$ cat config.mk
export PLATFORM = sky130hd
export DESIGN_NAME = ppr_scan
export DESIGN_NICKNAME = d
export VERILOG_FILES = /design/src/rtl/ppr_pkg.sv /design/src/rtl/ppr_scan.sv
export SDC_FILE = /design/constraint.sdc
export NUM_CORES = 1
export LEC_CHECK = 0
export BUFFER_PORTS_ARGS = -buffer_cell sky130_fd_sc_hd__buf_2
export CAP_MARGIN = 5
export CORE_MARGIN = 3
export CORE_UTILIZATION = 40
export DETAILED_ROUTE_END_ITERATION = 10
export SYNTH_ARGS = -nofsm -noshare
export SYNTH_HDL_FRONTEND = slang
export SYNTH_SLANG_ARGS = --single-unit
$ cat constraint.sdc
create_clock -name clk -period 2.7 [get_ports clk]
set_clock_uncertainty 0.2 [all_clocks]
set_input_delay 0.27 -clock clk [delete_from_list [all_inputs] [get_ports clk]]
set_output_delay 0.27 -clock clk [all_outputs]
set_load 0.01 [all_outputs]
$ cat src/rtl/ppr_pkg.sv
package ppr_pkg;

  localparam int TILES      = 16;
  localparam int TILE_W     = 4;
  localparam int BOARD_W    = 64;
  localparam int CODE_W     = 3;
  localparam int MAP_W      = 48;
  localparam int RANK_W     = 45;
  localparam int NCELL_W    = 5;
  localparam int GCNT_W     = 3;
  localparam int GIDX_W     = 2;
  localparam int REG_IDX_W  = 2;
  localparam int QUADS      = TILES / 4;
  localparam int CELLS_MIN  = 4;
  localparam int CELLS_DEF  = 16;
  localparam int GROUPS_DEF = 4;

  localparam logic [MAP_W-1:0]   MAP_RESET    = '1;
  localparam logic [NCELL_W-1:0] NCELL_RESET  = NCELL_W'(16);
  localparam logic [GCNT_W-1:0]  GCOUNT_RESET = GCNT_W'(1);

  typedef enum logic [REG_IDX_W-1:0] {
    REG_TILE_GROUP_MAP = 2'd0,
    REG_CELLS_IN_USE   = 2'd1,
    REG_GROUP_COUNT    = 2'd2
  } reg_idx_t;

  typedef logic [TILE_W-1:0] tile_t;
  typedef logic [RANK_W-1:0] rank_t;

  typedef struct packed {
    logic               found;
    tile_t              first;
    tile_t              lastc;
    logic [CODE_W-1:0]  code;
    logic               member;
  } tile_info_t;

  typedef struct packed {
    tile_t              digit;
    tile_t              pos;
    logic [CODE_W-1:0]  code;
    logic               member;
  } tile_digit_t;

  // Entry a*TILES+b holds the falling factorial a*(a-1)*...*(a-b+1).
  function automatic logic [TILES*TILES-1:0][RANK_W-1:0] fall_table();
    logic [TILES*TILES-1:0][RANK_W-1:0] tab;
    logic [RANK_W-1:0] acc;
    tab = '0;
    for (int a = 0; a < TILES; a++) begin
      acc = RANK_W'(1);
      for (int b = 0; b < TILES; b++) begin
        tab[a*TILES+b] = acc;
        if (b < a) begin
          acc = RANK_W'(acc * RANK_W'(a - b));
        end else begin
          acc = '0;
        end
      end
    end
    return tab;
  endfunction

  localparam logic [TILES*TILES-1:0][RANK_W-1:0] FALL_TAB = fall_table();

endpackage

$ cat src/rtl/ppr_scan.sv
module ppr_scan import ppr_pkg::*; #(
  parameter int CELLS = CELLS_DEF
) (
  input  logic                clk,
  input  logic                rst,
  input  logic                in_valid,
  input  logic [BOARD_W-1:0]  board,
  input  logic [MAP_W-1:0]    group_map,
  input  logic [NCELL_W-1:0]  ncells,
  input  logic [GCNT_W-1:0]   gcount,
  output logic                out_valid,
  output tile_info_t          info [TILES],
  output logic [NCELL_W-1:0]  out_ncells,
  output logic [GCNT_W-1:0]   out_gcount
);

  logic [CELLS-1:0] hit [TILES];
  tile_info_t       info_next [TILES];

  always_comb begin
    for (int t = 0; t < TILES; t++) begin
      for (int c = 0; c < CELLS; c++) begin
        hit[t][c] = (NCELL_W'(c) < ncells) && (board[TILE_W*c +: TILE_W] == TILE_W'(t));
      end
    end
  end

  always_comb begin
    for (int t = 0; t < TILES; t++) begin
      info_next[t].found = |hit[t];
      info_next[t].first = '0;
      info_next[t].lastc = '0;
      for (int c = CELLS - 1; c >= 0; c--) begin
        if (hit[t][c]) begin
          info_next[t].first = TILE_W'(c);
        end
      end
      for (int c = 0; c < CELLS; c++) begin
        if (hit[t][c]) begin
          info_next[t].lastc = TILE_W'(c);
        end
      end
      info_next[t].code = group_map[CODE_W*t +: CODE_W];
      // Codes with the top bit set mean the tile is in no group.
      info_next[t].member = (t != 0) && (NCELL_W'(t) < ncells) &&
                            !group_map[CODE_W*t + CODE_W - 1];
    end
  end

  always_ff @(posedge clk) begin
    if (rst) begin
      out_valid <= 1'b0;
    end else begin
      out_valid <= in_valid;
    end
  end

  always_ff @(posedge clk) begin
    info       <= info_next;
    out_ncells <= ncells;
    out_gcount <= gcount;
  end

endmodule

==> Word level (Yosys, flattened, before mapping) <==
Cells that the tools add are included.
{ "word_totals": {"ff_bits": 216, "latchBits": 0, "ram_bits": 0, "rom_bits": 0, "in_bits": 123, "output_inout_bits": 217, "wordCells": 1312, "mem_count": 0} }
{ "classes": {"n_addsub": 0, "n_mul": 0, "div": 0, "n_lt_le_gt_ge": 16, "n_eq_ne": 240, "shifts": 0, "n_mux": 464, "bitwise": 0, "n_reduce_logical": 414} }
{ "ops": {"columns": ["op", "count"], "rows": [
  ["2-to-1 mux 4 bit", 224],
  ["== test 4 bit, second input constant", 128],
  ["2-to-1 mux 3 bit", 128],
  ["logical AND 1 bit", 271],
  ["== test 4 x 3 -> 1 bit, second input constant", 64],
  ["OR reduction 16 bit", 16],
  ["OR reduction 8 bit", 32],
  ["== test 4 x 2 -> 1 bit, second input constant", 32],
  ["2-to-1 mux 2 bit", 64],
  ["OR reduction 4 bit", 32],
  ["== test 4 x 1 -> 1 bit, second input constant", 16],
  ["zero test 4 bit", 16],
  ["OR reduction 2 bit", 32],
  ["2-to-1 mux 1 bit", 48],
  ["less-than comparator 4 x 5 -> 1 bit, first input constant", 8],
  ["less-than comparator 3 x 5 -> 1 bit, first input constant", 4],
  ["zero test 1 bit", 15],
  ["less-than comparator 1 x 5 -> 1 bit, first input constant", 2],
  ["less-than comparator 2 x 5 -> 1 bit, first input constant", 2]
]} }

==> Depth between registers and ports, before layout <==
Gate-level depths: netlist (run 1).
{ "logic_depth": {"depth_word": 17, "mapped_depth": 10, "mapped_depth_nobuf": 6} }

==> Worst setup path after synthesis (run 1) <==
No wires, ideal clock.
{ "synth_timing": {"path_kind": "input port to flip-flop", "from": "in ncells[2]", "to": "reg info[100] (netlist bit)", "setup_time_ns": 0.141, "arrival_ns": 1.869, "required_ns": 2.359, "path_slack_ns": 0.490, "path_stages": 8, "n_path_buf": 2, "cell_sequence": "buf_2 buf_4 a311oi_4 nor2_1 a31oi_1 o211ai_1 a31oi_1 nor3_1"} }
{ "synth_between": {"elab_chain_len": 16, "elab_cells_between_ends": 47, "classes_between": "order compare (16); mux (14); reduce/logical (17)"} }
{ "synth_rtl": {"columns": ["item", "line_no", "rtl"], "rows": [
  ["from (decl)", "ppr_scan.sv:9", "input logic [NCELL_W-1:0] ncells,"],
  ["less-than comparator 4 x 5 -> 1 bit", "ppr_scan.sv:23", "hit[t][c] = (NCELL_W'(c) < ncells) && (board[TILE_W*c +: TILE_W] == TILE_W'(t));"],
  ["logical AND 1 bit", "ppr_scan.sv:23", null],
  ["2-to-1 mux 4 bit (8 in a row)", "ppr_scan.sv:34", "if (hit[t][c]) begin"],
  ["2-to-1 mux 3 bit (4 in a row)", "ppr_scan.sv:34", null],
  ["2-to-1 mux 2 bit (2 in a row)", "ppr_scan.sv:34", null],
  ["to (signal assigned)", "ppr_scan.sv:59", "info <= info_next;"],
  ["to (decl)", "ppr_scan.sv:12", "output tile_info_t info [TILES],"]
]} }
Several ways; a longest one is shown, not always the timed one.
A chain may end at the register's enable or synchronous reset.

==> Worst setup path after layout (run 1) <==
{ "layout_timing": {"from": "in ncells[3]", "to": "reg info[44] (netlist bit)"} }
{ "layout_between": {"elab_chain_len": 14, "elab_cells_between_ends": 41, "classes_between": "order compare (14); mux (12); reduce/logical (15)"} }
{ "layout_rtl": {"columns": ["item", "line_no", "rtl"], "rows": [
  ["less-than comparator 2 x 5 -> 1 bit", "ppr_scan.sv:23", null],
  ["logical AND 1 bit", "ppr_scan.sv:23", null],
  ["2-to-1 mux 4 bit (6 in a row)", "ppr_scan.sv:39", "if (hit[t][c]) begin"],
  ["2-to-1 mux 3 bit (4 in a row)", "ppr_scan.sv:39", null],
  ["2-to-1 mux 2 bit (2 in a row)", "ppr_scan.sv:39", null]
]} }
Several ways; a longest one is shown, not always the timed one.

==> results of run 1 <==
per-stage QoR:
step	hold WS, ps	setup TNS, ps	total power [W]	util, %	cell area, um2
after floorplan	97.7	0	0.00477	-	11800
after global placement	172	-194	0.00590	53.4	15500
after detailed placement	174	-122	0.00592	53.4	15500
after CTS	17.9	0	0.00947	58.4	16900
after global routing	59.5	-86.2	0.00985	58.6	17000
final	41.0	-18.5	0.00950	58.6	17000
final timing paths:
check	to	slack, ps	cells after the start
min	info[21]$_SDFF_PP0_	40	5
max	info[44]$_SDFF_PP1_	-20	12
power groups by stage:
stage / Sequential, W / Combinational (W) / Clock (W)
3_3_place_gp: 0.00369 / 0.00222 / 0
6_report: 0.00364 / 0.00237 / 0.00350
2_1_floorplan: 0.00388 / 0.000887 / 0
3_5_place_dp: 0.00370 / 0.00222 / 0
5_1_grt: 0.00366 / 0.00251 / 0.00368
4_1_cts: 0.00363 / 0.00230 / 0.00354
placed cells by master, fill, tap and decap left out, types with 16 or more instances in the layout:
master and count:
nor2_1 167, nor4_1 29, buf_4 228, nor4b_1 19
nand4_1 22, nand2b_1 44, nor2b_1 36, dlygate4sd3_1 61
a31oi_1 31, buf_2 338, a21oi_1 100, o21ai_1 16
a21boi_0 21, a211oi_1 25, o21bai_1 17, nand2_1 127
a21o_1 17, nand3_1 42, o21ai_0 95, nor3_1 75
o211ai_1 35, inv_1 34, clkbuf_16 23, or3_1 20
o31ai_1 23, dfxtp_1 216
area by class of cell:
type	count	area [um2]	area share, %
Multi-Input combinational cell	1190	7060	41.6
Inverter	34	128	0.753
Clock inverter	14	210	1.24
Tap cell	384	480	2.83
Sequential cell	216	4320	25.5
Antenna cell	2	5.00	0.0295
Clock buffer	28	614	3.62
Timing Repair Buffer	633	4130	24.4
kinds of logic (layout without fill, tap and decap cells):
| family | Yosys count | in the layout | synth area share (%) |
|---|---|---|---|
| AND/OR/NAND/NOR | 698 | 698 | 31.6 |
| AO/OA/AOI/OAI | 491 | 491 | 27.9 |
| flip-flops | 216 | 216 | 36.6 |
| buffers and inverters | 104 | 709 | 3.91 |
| other | 1 | 3 | 0.0317 |
tightest hold or removal path, stage by stage:
cell and delay, ps:
buf_2 130, nand3_1 90, o21ai_0 90, nand2_1 70
o21ai_0 70
sequential cells by signal, summed over array words and instances (netlist names):
name,count
out_gcount,3
out_ncells,5
info,207
out_valid,1
routing by layer:
| metal | routed length (um) | global-route usage [%] | share of wire [%] | vias up |
|---|---|---|---|---|
| met2 | 27800 | 60.1 | 43 | 1038 |
| met1 | 26700 | 52.5 | 41 | 7173 |
| li1 | - | - | - | 6800 |
| met4 | 3420 | 18.1 | 5.3 | 0 |
| met3 | 7180 | 8.58 | 11 | 184 |
| met5 | 0 | 0 | 0 | - |
timing repair:
action | CTS | global route
hold buffers | 61 | 0
buffers inserted | 0 | 4
gates resized for setup | 0 | 4
endpoints found under the setup margin | 0 | 7
hold endpoints to repair | 74 | 0
==> run summary, run 1 <==
Top post-synthesis cells by count - 216 x dfxtp_1, 167 x nor2_1, 127 x nand2_1, 100 x a21oi_1, 95 x o21ai_0
Clock Power Share - 36.8%
Worst Hold Class - in2reg
Sequential share of the synthesized area - 36.6%
Power per Cell Area - 561 nW/um2
Die area - 31700 um2
Total gr overflow - 0
Cts bufs inserted - 23
Clk slew on worst S/H paths - 60 ps
# IOs - 340
Top cells by area, synth - dfxtp_1 37%, nor2_1 5.3%, a21oi_1 4.2%
Core area - 28900 um2
Period utilisation layout - 101%
Ys flop type - dfxtp_1
Sink Count - 216
Initial Util - 40.9%
Net Switching - 0.00292 W
Count of input and output buffers - 338
Initial antenna violation count - 3
Core Rows - 62
Switching Fraction - 30.8%
Flop pwr share - 38.3%
Synthesized area - 11800 um2
RSZ-0062 raised after global routing - yes
Slowest CP cell - dlygate4sd3_1
Pin count of the biggest net entering global routing - 21
Delay of the slowest critical-path stage - 600 ps
CP Cell Sequence - buf_2 -> dlygate4sd3_1 -> buf_4 -> a311oi_4 -> buf_4 -> buf_4 -> nor4_1 -> buf_4 -> nor2_1 -> a21boi_0 -> o21ai_0 -> a21o_1
Seq cells post-synth - 216
Post-DP HPWL - 52700 um
Maximum fanout along the worst path - 7
H-tree depth - 1
Asr flop ratio synth - 0%
Die Height - 178 um
Final Non-Filler Cells - 2501
Routed wire length - 65100 um
Root Driver - clkbuf_16
Count of cell types in the netlist - 84
DRT antenna net count - 0
Gpl congestion - 1.11
Placed Cells - 2392
Critical Path RT - 2980 ps
First-pass GRT wire length - 91800 um
Total iterations of the first detailed-routing run - 5
CTS tree - yes
Mean Syn Cell Area - 7.83 um2
Chip width - 178 um
WP buf/inv - 6
Top delay family on crit path - buffers and inverters
Synth top area share - 36.6%
Max_slew headroom - 11.2%
Crit end category - register
Worst Setup SP - ncells[3]
Status - complete, but fails checks
Logic pwr share - 24.9%
Crit path kind - in2reg
Critical path arrival - 3000 ps
Pint - 0.00658 W
Longest Clk Path Bufs - 3
Filler instances - 2607
Leakage - 7.76 nW
Routed vias - 15.2k
1st-iter DRT viols - 1782
Failing checks - negative setup slack
VDD IR max - 0.725 mV
Final worst slack - -18.5 ps
DRC Markers - 0
Nets - 2221
CP Launch Type - input port
Final Max Slew Viols - 0
Crit path time final - 2720 ps
Via/cell ratio - 6.08
GRT Overall Usage - 39.2%
Post-placement setup slack - -56.3 ps
Fmax - 0.368 GHz
Hold_sp - board[15]
EDFF count, synth - 0
YS warnings - 0
Layout cells sized above 1 - 31.5%
Max-Cap Viols - 0
Worst Tran Pin Value - 1320 ps
Syn_nets - 1633
Finish-stage setup viols - 1
Top-count cell post-synth - dfxtp_1
Area leader, netlist - dfxtp_1
Vias in the first global route - 13.9k
Final hold violation count - 0
Synthesis-to-layout area growth - 43.4%
CP dominant cell by count - buf_4
Post-Syn Instances - 1510
Routed wire per std cell - 26.0 um
No activity file was read; power rests on OpenSTA's default activity.
==> inputs of run 2 (changes only) <==
Settings changed: CORE_MARGIN 3 to 2.
Clock period 2.7 ns to 3.2 ns, I/O delays scaled along.
==> run 2 against run 1 <==
Against the previous run:
- the run now ends clean
- worst hold slack got worse by 14 ps
- sequential share of layout area increased by 1.8 points
- via count decreased by 4.9%
- critical path depth decreased by 3
- largest power group unchanged
- die area decreased by 2.2%
- cell count decreased by 5.7%
==> run summary, run 2 (synthesized netlist as in run 1, its figures left out) <==
Logic pwr share - 23.9%
Die area - 31000 um2
Regs by FF count - info (207), out_ncells (5), out_gcount (3)
Pin count of the biggest net entering global routing - 31
Initial Util - 40.9%
Final Max Slew Viols - 0
Critical path arrival - 3220 ps
Gpl congestion - 1.08
Period utilisation layout - 94.4%
Synthesis-to-layout area growth - 33.7%
# IOs - 340
Count of input and output buffers - 338
Cell area after layout - 15800 um2
Total gr overflow - 0
Routed wire per std cell - 26.1 um
Worst Tran Pin Value - 1240 ps
Global Route met2 Usage - 59.4%
GRT Max-Usage Layer - met2
Power per Cell Area - 490 nW/um2
Leakage - 7.06 nW
GRT Overall Usage - 38.4%
Fmax - 0.331 GHz
Max-Cap Viols - 0
Slowest CP cell - nor4b_1
Commonest cells after routing, fill and taps aside - 338 x buf_2, 216 x dfxtp_1, 167 x nor2_1
Total iterations of the first detailed-routing run - 7
Sink Count - 216
Flop pwr share - 39.6%
Critical Path RT - 3400 ps
Routed wire length - 61500 um
Layout cells sized above 1 - 26.8%
Diode count - 0
CP Cell Sequence - dlygate4sd3_1 -> buf_2 -> buf_4 -> a311oi_4 -> buf_4 -> nor4b_1 -> o21ai_0 -> a41oi_1 -> o21ai_0
First-pass GRT wire length - 87400 um
Final Non-Filler Cells - 2358
Max_slew headroom - 16.9%
CTS tree - yes
WHS - 27.5 ps
DRT antenna net count - 0
Clock Power Share - 36.5%
Placed Cells - 2257
Leading cell type in the layout, fill and taps excluded - buf_2
H-tree depth - 1
Core Rows - 62
Setup TNS - 0 ps
Routed vias - 14.5k
Switching Fraction - 30.9%
Core area - 28900 um2
Clk slew on worst S/H paths - 70 ps
Via/cell ratio - 6.13
Cts bufs inserted - 23
1st-iter DRT viols - 1652
CP Launch Type - input port
Nets - 2080
Post-DP HPWL - 48500 um
Net Switching - 0.00239 W
Root Driver - clkbuf_16
Finish-stage setup viols - 0
Final hold violation count - 0
Initial antenna violation count - 1
Die Height - 176 um
Crit end category - register
Delay of the slowest critical-path stage - 650 ps
VDD IR max - 0.409 mV
Vias in the first global route - 13.3k
Met1 usage - 49.8%
Worst Hold Class - in2reg
Placed Area - 14400 um2
Reg with most FFs - info
Max FFs per register - 207
Maximum fanout along the worst path - 19
Crit path kind - in2reg
Chip width - 176 um
Longest Clk Path Bufs - 3
Crit path time final - 3020 ps
RSZ-0062 raised after global routing - no
Status - finished, final reports clean
GRT met3 Usage - 9.75%
Pint - 0.00535 W
DRC Markers - 0
## run 2: cell count changes in the layout (fill, tap and decap cells not counted), moves of 3 or more
| cell | before | now |
|---|---|---|
| dlygate4sd3_1 | 61 | 57 |
| clkbuf_8 | 2 | 5 |
| buf_12 | 6 | 2 |
| buf_4 | 228 | 95 |
## run 2: through the flow
stage | power [W] | utilization (%) | setup WS [ps]
CTS | 0.00774 | 54.5 | 155
global placement | 0.00486 | 49.8 | 162
detailed placement | 0.00486 | 49.8 | 166
floorplan | 0.00402 | - | 940
finish | 0.00774 | 54.6 | 178
global route | 0.00804 | 54.6 | 61.5
## run 2: power groups by stage
stage	Clock, W	Sequential (W)	Combinational (W)
floorplan	0	0.00328	0.000748
global placement	0	0.00312	0.00174
detailed placement	0	0.00312	0.00174
CTS	0.00287	0.00307	0.00180
global route	0.00299	0.00309	0.00196
finish	0.00283	0.00306	0.00185
## run 2: worst paths after layout
kind,start,endpoint,slack [ps],depth (start not counted)
worst min-delay path,board[54],info[96]$_SDFF_PP1_,30,3
worst max-delay path,ncells[3],info[30]$_SDFF_PP1_,180,9
## run 2: layout make-up
class                      count  area [um2]
tap                          384         480
fill                        2780       13100
inverter                      34         128
sequential                   216        4320
multi-input combinational   1190        7050
clock buffer                  29         648
timing repair buffer         492        3020
clock inverter                13         160
## run 2: critical path, delay by kind of cell
kind	cells	cell delay, ps
AND/OR/NAND/NOR	1	650
AO/OA/AOI/OAI	4	860
buffers and inverters	4	1370
## run 2: repair_timing
action                                 4_1_cts  5_1_grt
hold buffers                                57        0
setup buffers                                0        2
endpoints found under the hold margin       71        0
setup endpoints to repair                    0        6
gates resized for setup                      0        3
## run 2: metal layers
layer	vias up	wire length [um]
li1	6532	-
met1	6735	24600
met2	993	26500
met3	190	6870
met4	0	3450
met5	-	0
==> inputs of run 3 (changes only) <==
Settings changed: PLACE_DENSITY_LB_ADDON set to 0.1.
==> run 3 against run 2 <==
Against the previous run:
- non-clock buffer count shrank 1
- wire length shrank 1.8%
- global-route usage shrank 1.1 points
- final area shrank 0.22%
- setup slack lost 120 ps
- via count is essentially flat
- utilization shrank 0.12 points
- first-iteration DRC count grew 4.5%
- sequential share of layout area grew 0.061 points
- critical path depth grew 1
- worst hold slack gained 26 ps
==> run summary, run 3 (synthesized netlist as in run 1, its figures left out) <==
CTS tree - yes
Post-placement setup slack - 140 ps
Finish-stage setup viols - 0
Critical Path RT - 3380 ps
Chip width - 176 um
Power Total - 0.00772 W
Final worst slack - 54.8 ps
H-tree depth - 1
Crit path kind - in2reg
CP Launch Type - input port
Worst Hold Class - in2reg
Crit path time final - 3150 ps
Sink Count - 216
Initial antenna violation count - 1
Status - finished, final reports clean
Layout cells sized above 1 - 26.5%
Core Rows - 62
Routed wire length - 60400 um
Critical path capture point - info[73]$_SDFF_PP0_
Post-DP HPWL - 47400 um
Leakage - 7.04 nW
Total iterations of the first detailed-routing run - 6
Cts bufs inserted - 22
Period utilisation layout - 98.3%
Die area - 31000 um2
DRC Markers - 0
Nets - 2078
Count of input and output buffers - 338
Gpl congestion - 1.05
Clk slew on worst S/H paths - 60 ps
VDD IR max - 0.430 mV
Vias in the first global route - 13.1k
# IOs - 340
Routed vias - 14.5k
Reg with most FFs - info
Max_slew headroom - 25.1%
Max FFs per register - 207
Cell area after layout - 15800 um2
Routed wire per std cell - 25.6 um
Core area - 28900 um2
First-pass GRT wire length - 85100 um
Root Driver - clkbuf_16
1st-iter DRT viols - 1726
Crit end category - register
Maximum fanout along the worst path - 14
Max-Cap Viols - 0
Initial Util - 40.9%
Fmax - 0.318 GHz
Final Max Slew Viols - 0
Power per Cell Area - 489 nW/um2
Pin count of the biggest net entering global routing - 28
RSZ-0062 raised after global routing - no
Worst Setup SP - ncells[4]
Setup TNS - 0 ps
Commonest cells after routing, fill and taps aside - 338 x buf_2, 216 x dfxtp_1, 167 x nor2_1
Placed Area - 14400 um2
Final hold violation count - 0
Longest Clk Path Bufs - 3
Diode count - 0
Critical path arrival - 3330 ps
Regs by FF count - info (207), out_ncells (5), out_gcount (3)
Total gr overflow - 0
Leading cell type in the layout, fill and taps excluded - buf_2
Worst Tran Pin Value - 1120 ps
Via/cell ratio - 6.14
Synthesis-to-layout area growth - 33.4%
GRT Overall Usage - 37.2%
DRT antenna net count - 0
Die Height - 176 um
-- run 3: cell count changes in the layout (fill, tap and decap cells not counted), sizes merged --
cell	delta
buf	-3
clkinv	-2
dlygate4sd3	+2
bufinv	+1
clkbuf	+1
clkinvlp	-1
inv	-1
-- run 3: area by class of cell --
class                   instances  area [um2]
clock inverters                10         156
multi-input cells            1190        7040
flip-flops and latches        216        4320
repair buffers                491        3000
fillers                      2803       13200
well taps                     384         480
clock buffers                  30         642
inverters                      34         128
-- run 3: power breakdown --
group	total, W	internal, W	switching, W
clock network	0.00282	0.00173	0.00109
logic	0.00184	0.000683	0.00115
registers	0.00306	0.00298	0.0000758
total	0.00772	0.00540	0.00232
-- run 3: worst max-delay path, stage by stage --
cell           delay, ps
dlygate4sd3_1        520
buf_2                380
buf_4                240
a41oi_2               40
buf_4                240
nor3_1               910
o31a_1               200
o21ai_0               90
a211oi_1             250
o21ai_0              130
-- run 3: repair_timing --
item / CTS / global route
hold endpoints to repair: 72 / 0
setup endpoints to repair: 0 / 3
resized for setup: 0 / 2
hold buffers: 59 / 0
setup buffers: 0 / 0
-- run 3: how the worst min path moves through the flow --
stage / slack (ps) / cells after the start / from / end
floorplan: 150 / 0 / group_map[21] / info[105]$_DFF_P_
global route: 70 / 3 / board[14] / info[22]$_SDFF_PP0_
CTS: 30 / 3 / board[14] / info[22]$_SDFF_PP0_
detailed placement: 220 / 1 / group_map[15] / info[131]$_DFF_P_
global placement: 220 / 1 / group_map[43] / info[15]$_DFF_P_
finish: 50 / 3 / board[14] / info[22]$_SDFF_PP0_
-- run 3: through the flow --
| step | instances | hold WS, ps | util [%] |
|---|---|---|---|
| after floorplan | 1510 | 148 | - |
| after global placement | 2256 | 222 | 49.7 |
| after detailed placement | 2256 | 224 | 49.7 |
| after CTS | 2355 | 27.4 | 54.5 |
| after global routing | 2355 | 71.1 | 54.5 |
| final | 2355 | 53.4 | 54.5 |
-- run 3: layer usage --
metal	vias to the layer above	wire (um)	global-route usage (%)
met1	6707	24600	48.9
met5	-	13	0
met2	1005	25300	57.6
li1	6533	-	-
met3	205	6710	8.05
met4	2	3780	19.0
